$ cat src/rtl/tfdt_pkg.sv
// ---------------------------------------------------------------------------
// tfdt_pkg: shared definitions for the fragment depth test core
// Constants, request codes and the control bundles passed between the
// sequencer and the shared arithmetic units.
// ---------------------------------------------------------------------------
package tfdt_pkg;

  // Depth store geometry (the store is addressed row by row)
  localparam int MAX_WIDTH     = 64;
  localparam int MAX_HEIGHT    = 64;
  localparam int X_W           = $clog2(MAX_WIDTH);
  localparam int Y_W           = $clog2(MAX_HEIGHT);
  localparam int ADDR_W        = X_W + Y_W;
  localparam int DEPTH_ENTRIES = MAX_WIDTH * MAX_HEIGHT;

  localparam logic [23:0] FAR_DEPTH = 24'hFFFFFF;

  // Screen coordinates are signed Q.8 pixels saturated to 22 bits
  localparam int SCR_W   = 22;
  localparam int SCR_LIM = 2 ** (SCR_W - 1);

  // Request codes
  localparam logic [1:0] FUNC_LOAD  = 2'd0;
  localparam logic [1:0] FUNC_TEST  = 2'd1;
  localparam logic [1:0] FUNC_CLEAR = 2'd2;

  // Face culling modes
  localparam logic [1:0] CULL_FRONT = 2'd1;
  localparam logic [1:0] CULL_BACK  = 2'd2;

  // Configuration register indexes
  localparam logic [1:0] CFG_WIDTH  = 2'd0;
  localparam logic [1:0] CFG_HEIGHT = 2'd1;
  localparam logic [1:0] CFG_CULL   = 2'd2;

  // Shared multiplier and accumulator
  localparam int MUL_W = 33;
  localparam int ACC_W = 52;

  // Shared serial divider
  localparam int DIV_W  = 48;
  localparam int QUO_W  = 47;
  localparam int STEP_W = 6;

  typedef struct packed {
    logic valid;
    logic clr;
    logic sub;
  } mac_ctl_t;

  typedef struct packed {
    logic              start;
    logic [DIV_W-1:0]  rem_init;
    logic [DIV_W-1:0]  shin;
    logic [DIV_W-1:0]  divisor;
    logic [STEP_W-1:0] steps;
  } div_req_t;

endpackage

$ cat src/rtl/tfdt_mac.sv
// ---------------------------------------------------------------------------
// tfdt_mac: shared multiply-accumulate unit
// Registered signed product followed by an accumulator that clears, adds or
// subtracts one product per cycle.
// ---------------------------------------------------------------------------
module tfdt_mac import tfdt_pkg::*; (
  input  logic                    clk,
  input  logic                    rst,
  input  mac_ctl_t                ctl,
  input  logic signed [MUL_W-1:0] op_a,
  input  logic signed [MUL_W-1:0] op_b,
  output logic signed [ACC_W-1:0] acc
);

  logic signed [2*MUL_W-1:0] full;
  logic signed [ACC_W-1:0]   prod;
  logic signed [ACC_W-1:0]   base;
  mac_ctl_t                  ctl_q;

  assign full = op_a * op_b;
  assign base = ctl_q.clr ? '0 : acc;

  always_ff @(posedge clk) begin
    prod <= full[ACC_W-1:0];
    if (rst) begin
      ctl_q <= '0;
      acc   <= '0;
    end else begin
      ctl_q <= ctl;
      if (ctl_q.valid) begin
        acc <= ctl_q.sub ? base - prod : base + prod;
      end
    end
  end

endmodule

$ cat config.mk
export PLATFORM = sky130hd
export DESIGN_NAME = tfdt_mac
export DESIGN_NICKNAME = d
export VERILOG_FILES = /design/src/rtl/tfdt_pkg.sv /design/src/rtl/tfdt_mac.sv
export SDC_FILE = /design/constraint.sdc
export NUM_CORES = 2
export LEC_CHECK = 0
export ABC_AREA = 1
export BUFFER_PORTS_ARGS = -buffer_cell sky130_fd_sc_hd__buf_2
export CAP_MARGIN = 20
export CORE_UTILIZATION = 65
export DETAILED_ROUTE_END_ITERATION = 10
export PLACE_DENSITY = 0.8
export SKIP_CTS_REPAIR_TIMING = 1
export SYNTH_ARGS = -nofsm -noshare
export SYNTH_HDL_FRONTEND = slang
export SYNTH_SLANG_ARGS = --single-unit
$ cat constraint.sdc
create_clock -name clk -period 19.3 [get_ports clk]
set_input_delay 1.93 -clock clk [delete_from_list [all_inputs] [get_ports clk]]
set_output_delay 1.93 -clock clk [all_outputs]
set_load 0.1 [all_outputs]
==> reports/metrics.yaml <==
rows: 94
core_area_sq_mm: 0.06575
die_h_microns: 259.6
dpl.hpwl_microns: 100600
synth-main-ff-cell: "dfxtp_1"
cts_buffers: 9
period_minus_slack_ns: 9.160
grt.total_usage_pct: 38.84
h-tree-depth: 3
required_ns: 19.60
path_clk_slew_ns: 0.08
r2r_end: "acc[50]"
netlist_top_cells_area: "fa_1, inv_1, nand2_1, ha_1, dfxtp_1"
overflow: 0
die_width_microns: 259.6
endpoint: "prod[43]"
r2r_slack_ns: 14.89
status: "finished, final reports clean"
fillCellCount: 5718
ios: 123
fin_ws_ns: 10.14
finClkSkew_ns: 0.01596
synth.avg_cell_area_sq_um: 7.315
start_util_pct: 65.59
dieArea_sq_mm: 0.06737
fin_area_sq_mm: 0.04425
viasPerCell: 5.457
synth_seq_cells: 107
synth_area_sq_mm: 0.04312
cap_violations: 0
path_class: "input port to register"
clock-sinks: 107
instances_no_fill: 6659
cts_buffer_depth: 2
grt_pass1_vias: 38690
end_kind: "register"
arrival_ns: 9.46
drt-pass1-iter-count: 6
drc_errors: 0
fmax_mhz: 109.2
pre_cts_ws_ns: 9.883
r2r_cells: 21
ys_types: 45
worst_pin_slew_ns: 1.091
grt_pass1_wl_microns: 202400
insertion_delay_ns: 0.37
placed_area_sq_mm: 0.04394
finalSetupViolCount: 0
fin_nets: 7040
place_inst: 6638
drive_gt1_share_pct: 3.264
final_hold_viol_count: 0
yosysSeqAreaShare_pct: 4.968
gp_congestion: 1.067
cts-root-buf: "clkbuf_16"
yosys.area.top_type: "fa_1"
vias: 36340
startpoint_type: "input port"
synth_edf_count: 0
grt_start_max_net_pins: 72
yosys_warnings: 0
routedWlPerCell_microns: 18.63
timing.slew.headroom_pct: 27.25
numPortBuffers: 122
rsz0062_at_grt: "false"
routed_wl_microns: 124100
maxSlewViolCount: 0
syn2layout_area_growth_pct: 2.620
hold_class: "register to register"
rr_startpoint: "prod[3]"
drtIter0Drc: 3024
synth_top_area_share_pct: 43.78
antenna_found_initial: 5
cts_tree: "yes"
async_flop_share_pct: 0
startpoint: "op_b[3]"
path_max_fanout: 33
fin_tns_setup_ns: 0
fin_crit_sh_pct: 47.46
syn-instance-count: 5895
synth_fp_nets: 7149
ant_nets: 0
how the worst min path moves through the flow:
stage | startpoint | to | slack (ns) | cells after the start
2_1_floorplan | prod[0] | acc[0] | 0.54 | 2
3_3_place_gp | acc[1] | acc[1] | 0.48 | 2
3_5_place_dp | acc[1] | acc[1] | 0.48 | 2
4_1_cts | acc[1] | acc[1] | 0.49 | 2
5_1_grt | acc[1] | acc[1] | 0.52 | 2
6_report | acc[1] | acc[1] | 0.49 | 2
per-stage QoR:
stage                     hold slack [ns]  utilization (%)
after global placement             0.4801            66.84
after CTS                          0.4893            67.26
after floorplan                    0.5387                -
after detailed placement           0.4776            66.84
after global routing               0.5239            67.30
final                              0.4851            67.30
metal layers:
layer  vias up  routed length (microns)  global-route usage (%)
met2      1865                    58290                   64.04
met4         0                     5195                   15.42
met5         -                        0                       0
met3       368                    12030                   6.727
met1     17680                    48540                   51.11
li1      16420                        -                       -
placed cells by master (no fill, tap or decap), drive strengths merged, types with 3 or more instances in the layout:
cell type  count
nand4         35
buf          137
xnor2         37
xor2          79
nor2         323
o21bai        18
a31oi         12
nor3          28
o211ai         5
ha           240
o21ai        151
inv         1807
clkinvlp       3
nand2       1465
a21o          14
and3           3
o21a           9
dfxtp        107
or2            6
a21boi         3
nor4          10
a21oi        195
diode          4
fa           943
nand3        129
clkbuf         9
nand3b        14
area by class of cell:
type                       instances  area (sq um)  share of cell area, %
tap                              864          1081                  2.443
multi-input combinational       3726         33230                  75.09
antenna                            4         10.01                0.02262
clock buffer                       9         225.2                 0.5090
inverter                        1805          6775                  15.31
sequential                       107          2142                  4.841
clock inverter                     7         52.55                 0.1188
timing repair buffer             137         735.7                  1.663
critical path, stage by stage:
cell and delay (ns):
buf_2 0.57, nand2_1 0.19, inv_1 0.16, fa_1 0.46, fa_1 0.50, fa_1 0.72
inv_1 0.30, fa_1 0.55, inv_1 0.05, fa_1 0.48, fa_1 0.51, fa_1 0.49
inv_1 0.05, fa_1 0.47, inv_1 0.04, ha_1 0.38, nand2_1 0.10, nor2_1 0.15
inv_1 0.11, nor3_1 0.51, o211ai_1 0.30, nand3_1 0.22, xor2_1 0.17
cell families after synthesis:
logic type	Yosys count	synth area share [%]
buf+inv	2062	17.97
simple gates	2015	18.70
fa+ha+maj	1183	50.74
compound gates	411	5.208
xor+xnor	117	2.408
flops	107	4.968
synthesized netlist by cell type (3+ instances only):
master	count
o21ai_0	131
and3_1	3
nand4_1	31
or2_2	6
nor3_1	27
fa_1	943
nand3b_1	14
a31oi_1	12
buf_1	19
dfxtp_1	107
a21oi_2	3
xnor2_1	37
ha_1	240
xor2_1	79
nand4_2	4
nor4_1	10
nor2_1	317
a21oi_1	191
o21bai_1	18
buf_2	8
o21a_1	8
nand2_1	1457
o211ai_1	5
inv_1	1804
clkbuf_1	230
a21o_1	14
nand3_1	127
o21ai_1	18
nand2_2	6
nor2_2	4
sequential cells by signal (all words and copies together), names as in the netlist:
signal	count
prod	52
ctl_q	3
acc	52
Power is not shown: default switching activity piles up to over one toggle a cycle in this logic, so the estimate is an artifact.
