**src/rtl/tfdt_pkg.sv**
```systemverilog
// ---------------------------------------------------------------------------
// tfdt_pkg: shared definitions for the fragment depth test core
// Constants, request codes and the control bundles passed between the
// sequencer and the shared arithmetic units.
// ---------------------------------------------------------------------------
package tfdt_pkg;

  // Depth store geometry (the store is addressed row by row)
  localparam int MAX_WIDTH     = 64;
  localparam int MAX_HEIGHT    = 64;
  localparam int X_W           = $clog2(MAX_WIDTH);
  localparam int Y_W           = $clog2(MAX_HEIGHT);
  localparam int ADDR_W        = X_W + Y_W;
  localparam int DEPTH_ENTRIES = MAX_WIDTH * MAX_HEIGHT;

  localparam logic [23:0] FAR_DEPTH = 24'hFFFFFF;

  // Screen coordinates are signed Q.8 pixels saturated to 22 bits
  localparam int SCR_W   = 22;
  localparam int SCR_LIM = 2 ** (SCR_W - 1);

  // Request codes
  localparam logic [1:0] FUNC_LOAD  = 2'd0;
  localparam logic [1:0] FUNC_TEST  = 2'd1;
  localparam logic [1:0] FUNC_CLEAR = 2'd2;

  // Face culling modes
  localparam logic [1:0] CULL_FRONT = 2'd1;
  localparam logic [1:0] CULL_BACK  = 2'd2;

  // Configuration register indexes
  localparam logic [1:0] CFG_WIDTH  = 2'd0;
  localparam logic [1:0] CFG_HEIGHT = 2'd1;
  localparam logic [1:0] CFG_CULL   = 2'd2;

  // Shared multiplier and accumulator
  localparam int MUL_W = 33;
  localparam int ACC_W = 52;

  // Shared serial divider
  localparam int DIV_W  = 48;
  localparam int QUO_W  = 47;
  localparam int STEP_W = 6;

  typedef struct packed {
    logic valid;
    logic clr;
    logic sub;
  } mac_ctl_t;

  typedef struct packed {
    logic              start;
    logic [DIV_W-1:0]  rem_init;
    logic [DIV_W-1:0]  shin;
    logic [DIV_W-1:0]  divisor;
    logic [STEP_W-1:0] steps;
  } div_req_t;

endpackage

```
**src/rtl/tfdt_div.sv**
```systemverilog
// ---------------------------------------------------------------------------
// tfdt_div: shared restoring divider
// One quotient bit per cycle. The first step compares the preloaded
// remainder unshifted; each later step shifts in one dividend bit.
// ---------------------------------------------------------------------------
module tfdt_div import tfdt_pkg::*; (
  input  logic             clk,
  input  logic             rst,
  input  div_req_t         req,
  output logic             busy,
  output logic [QUO_W-1:0] quot,
  output logic             rem_nz
);

  logic [DIV_W-1:0]  rem;
  logic [DIV_W-1:0]  shin;
  logic [DIV_W-1:0]  dvs;
  logic [STEP_W-1:0] cnt;
  logic              first;
  logic [DIV_W:0]    r2;
  logic [DIV_W:0]    diff;
  logic              ge;

  assign r2     = first ? {1'b0, rem} : {rem, shin[DIV_W-1]};
  assign diff   = r2 - {1'b0, dvs};
  assign ge     = (r2 >= {1'b0, dvs});
  assign rem_nz = |rem;

  always_ff @(posedge clk) begin
    if (rst) begin
      busy  <= 1'b0;
      first <= 1'b0;
      cnt   <= '0;
      rem   <= '0;
      shin  <= '0;
      dvs   <= '0;
      quot  <= '0;
    end else if (req.start) begin
      busy  <= 1'b1;
      first <= 1'b1;
      cnt   <= req.steps;
      rem   <= req.rem_init;
      shin  <= req.shin;
      dvs   <= req.divisor;
      quot  <= '0;
    end else if (busy) begin
      rem   <= ge ? diff[DIV_W-1:0] : r2[DIV_W-1:0];
      quot  <= {quot[QUO_W-2:0], ge};
      first <= 1'b0;
      if (!first) begin
        shin <= {shin[DIV_W-2:0], 1'b0};
        cnt  <= cnt - 1'b1;
        if (cnt == STEP_W'(1)) begin
          busy <= 1'b0;
        end
      end
    end
  end

endmodule

```
**config.mk**
```make
export PLATFORM = sky130hd
export DESIGN_NAME = tfdt_div
export DESIGN_NICKNAME = d
export VERILOG_FILES = /design/src/rtl/tfdt_pkg.sv /design/src/rtl/tfdt_div.sv
export SDC_FILE = /design/constraint.sdc
export NUM_CORES = 1
export LEC_CHECK = 0
export BUFFER_PORTS_ARGS = -buffer_cell sky130_fd_sc_hd__buf_4
export CAP_MARGIN = 20
export CELL_PAD_IN_SITES_DETAIL_PLACEMENT = 1
export CELL_PAD_IN_SITES_GLOBAL_PLACEMENT = 1
export CORE_MARGIN = 2
export CORE_UTILIZATION = 42
export CTS_CLUSTER_DIAMETER = 30
export DETAILED_ROUTE_END_ITERATION = 12
export PLACE_DENSITY_LB_ADDON = 0.1
export SLEW_MARGIN = 5
export SYNTH_ARGS = -nofsm -noshare
export SYNTH_HDL_FRONTEND = slang
export SYNTH_SLANG_ARGS = --single-unit
```
**constraint.sdc**
```tcl
create_clock -name clk -period 5.97 [get_ports clk]
set_clock_uncertainty 0.2 [all_clocks]
set_input_delay 1.194 -clock clk [delete_from_list [all_inputs] [get_ports clk]]
set_output_delay 1.194 -clock clk [all_outputs]
set_load 0.02 [all_outputs]
```
==> run metrics <==
main flop type after synthesis=dfxtp_1; GRT Util Overall=0.257; Final Max Tran Viols=0; largest area contributor in the netlist=dfxtp_1; final cycle utilization of the critical path=0.852; grt total ovfl=0; Tmin final=5080 ps; dpl hpwl=27.8 mm; Post-Synth XOR/XNOR Area=0.0283; Die ar.=approximately 0.030 mm²; Psw=1.61 mW; Critical Path RT=6080 ps; Avg Inst Size Synth=roughly 7.9 µm²; antenna violations before repair=0; power density cells=298 mW/mm²; P_leak=around 6 nW; DR WL/cell=19.0 µm; Post-CTS Repair Setup Buffers=0; fin area=between 0.01 and 0.015 mm²; Worst Hold End=dvs[18]; chip width=174 µm; DR iter-0 viols=731; TritonRoute pass-1 iters=5; Synth top area share=0.330; H-tree depth=4; Worst R2R Setup Slack=between 800 and 900 ps; Synth Area in Compound Gates=0.212; combinational fraction of design power=0.379; Mapped Cells=1537; RSZ-0062 raised after global routing=false; Synth async-reset ratio=0; via count=~12000; vias in the first global route=11800; CTS tree=yes; TNS Setup=0 ps; adder-cell share of the synthesized area=0.0565; Final nets=approximately 1900; die height=174 µm; post-route core utilization=0.503; CP Launch Point=first; crit path DAT=5200 ps; P_int=approximately 2.7 mW; synthesized area=between 0.01 and 0.015 mm²; CTS clk-pin slew, worst paths=80 ps; share of cells above drive strength 1=0.194; Top Ports=202; HP Class=flop to flop; multiplexer area fraction after synthesis=0.127; crit end category=flop; yosys warns=0; post-synthesis to final-layout area growth=18.9%; post-CTS sizing=0; Clock power frac=0.273; detailed-route DRC error count=0; vias per cell=5.65; Yosys reg bits=199; startpoint types=flop; worst slew pin tran=1050 ps; depth of the worst register-to-register path=13; synth top area cells=dfxtp_1, mux2i_1, a21oi_1; clock latency on the worst-skew pair=between 400 and 500 ps; # setup viols final=0; Crit Path Class=flop to flop; sw frac=0.377; combinational family with the most area after synthesis=compound AO/OA/AOI/OAI gates; status=completed; r2r endpoint=rem[3]; Initial Util=0.423; CTS Root Cell=clkbuf_16; core area=between 0.02 and 0.03 mm²; std cell rows=62; reg2reg start=first; DRT Wirelength=39.2 mm; Post-DP Area=0.0138 mm²; cts hold-fix bufs=0; Max-Cap Viols=0; total number of clock tree sinks=199; sequential share of power=0.348; Max IR drop VDD=0.188 mV; Post-synth EDFFs=0; register area share after synthesis=0.330; hold depth=2; most common cell in the netlist=nor2_1; post-synthesis simple-gate area fraction=0.189; largest net degree at the start of global routing=~150; fmax=197 MHz; Pwr Total=4.28 mW; Crit Path Max Fanout=36; n_diodes=0; synth unique cells=69; Routed Antenna Nets=0; first-pass GRT wire length=63.3 mm; Mapped Nets=1744; top cells by count, synth=nor2_1, dfxtp_1, nand2_1; final hold violations=0; Hold Crit Start=dvs[18]; slew margin rel.=0.297; I/O Buffers=201; CTS Buf Count=17; Placer Congestion=slightly below 0.9; Bufs on Longest Clock Path=2
how the worst max path moves through the flow:
stage	depth (start not counted)	slack [ps]	endpoint
6_report	13	890	rem[3]
5_1_grt	13	540	rem[3]
4_1_cts	12	940	rem[1]
3_5_place_dp	13	990	rem[15]
3_3_place_gp	13	1110	rem[16]
2_1_floorplan	17	1600	rem[15]
per-layer routing:
layer,global-route usage,wire [µm],up-vias
met5,0,0,-
met4,0.0634,701,0
met3,0.0395,1590,40
met2,0.418,18100,244
met1,0.359,18700,5686
li1,-,-,5680
per-stage QoR:
step           hold WS, ps  setup slack, ps  cells
2_1_floorplan          260             1600   1537
3_3_place_gp           273             1110   2029
3_5_place_dp           286              988   2030
4_1_cts                304              942   2061
5_1_grt                336              540   2061
6_report               298              886   2061
worst max-delay path: stages (launching register included):
cell and delay, ps:
dfxtp_2 850, buf_12 290, mux2_2 370, ha_1 370
a21oi_1 240, o21ai_0 190, a221oi_1 380, o31a_1 250
o211a_2 310, a21o_2 720, buf_12 280, nor2_1 70
a211oi_1 250, o22ai_1 120
area by class of cell:
| cell class | count | area, µm² |
|---|---|---|
| clock buffer | 20 | 457 |
| timing repair buffer | 214 | 1660 |
| sequential | 199 | 3990 |
| multi-input combinational | 1166 | 7420 |
| inverter | 67 | 251 |
| clock inverter | 11 | 113 |
| tap | 384 | 480 |
| fill | 3569 | 14200 |
state kept, by name, indices dropped and copies added, names as in the netlist:
| signal | cells |
|---|---|
| shin | 48 |
| dvs | 48 |
| busy | 1 |
| quot | 47 |
| cnt | 6 |
| first | 1 |
| rem | 48 |
kinds of logic (layout without fill, tap and decap cells):
family                     Yosys count  count (layout)
xor gates and xnor gates            39              39
AOI/OAI and AO/OA                  401             401
DFF                                199             199
adders and majority gates           54              54
and+or+nand+nor                    525             525
muxes                              147             147
buffers and inverters              172             312
power groups by stage:
stage,sequential [mW],clock [mW],combinational (mW)
floorplan,1.48,0,1.20
global placement,1.51,0,1.57
detailed placement,1.52,0,1.59
CTS,1.49,1.20,1.61
global route,1.50,1.25,1.78
finish,1.49,1.17,1.62
placed cells by master, fill, tap and decap left out, drive strengths merged, types with 4 or more instances in the layout:
master | synthesis | routed
a31oi | 14 | 14
a211oi | 31 | 31
o22ai | 31 | 31
mux2 | 48 | 48
o221ai | 5 | 5
nand4 | 18 | 18
and3 | 14 | 14
a221oi | 10 | 10
o31ai | 9 | 9
clkbuf | 77 | 20
nand2b | 7 | 7
mux2i | 99 | 99
nor4 | 19 | 19
o211a | 4 | 4
a21o | 30 | 30
dfxtp | 199 | 199
nor2 | 209 | 209
xor2 | 14 | 14
a21oi | 162 | 162
ha | 53 | 53
nand3 | 19 | 19
nor3 | 19 | 19
a22oi | 8 | 8
and2 | 6 | 6
nor2b | 7 | 7
nand2 | 187 | 187
nand3b | 4 | 4
inv | 67 | 74
xnor2 | 25 | 25
buf | 28 | 214
o211ai | 9 | 9
o21ai | 58 | 58
Note: power is estimated with default switching activity, not from simulation.
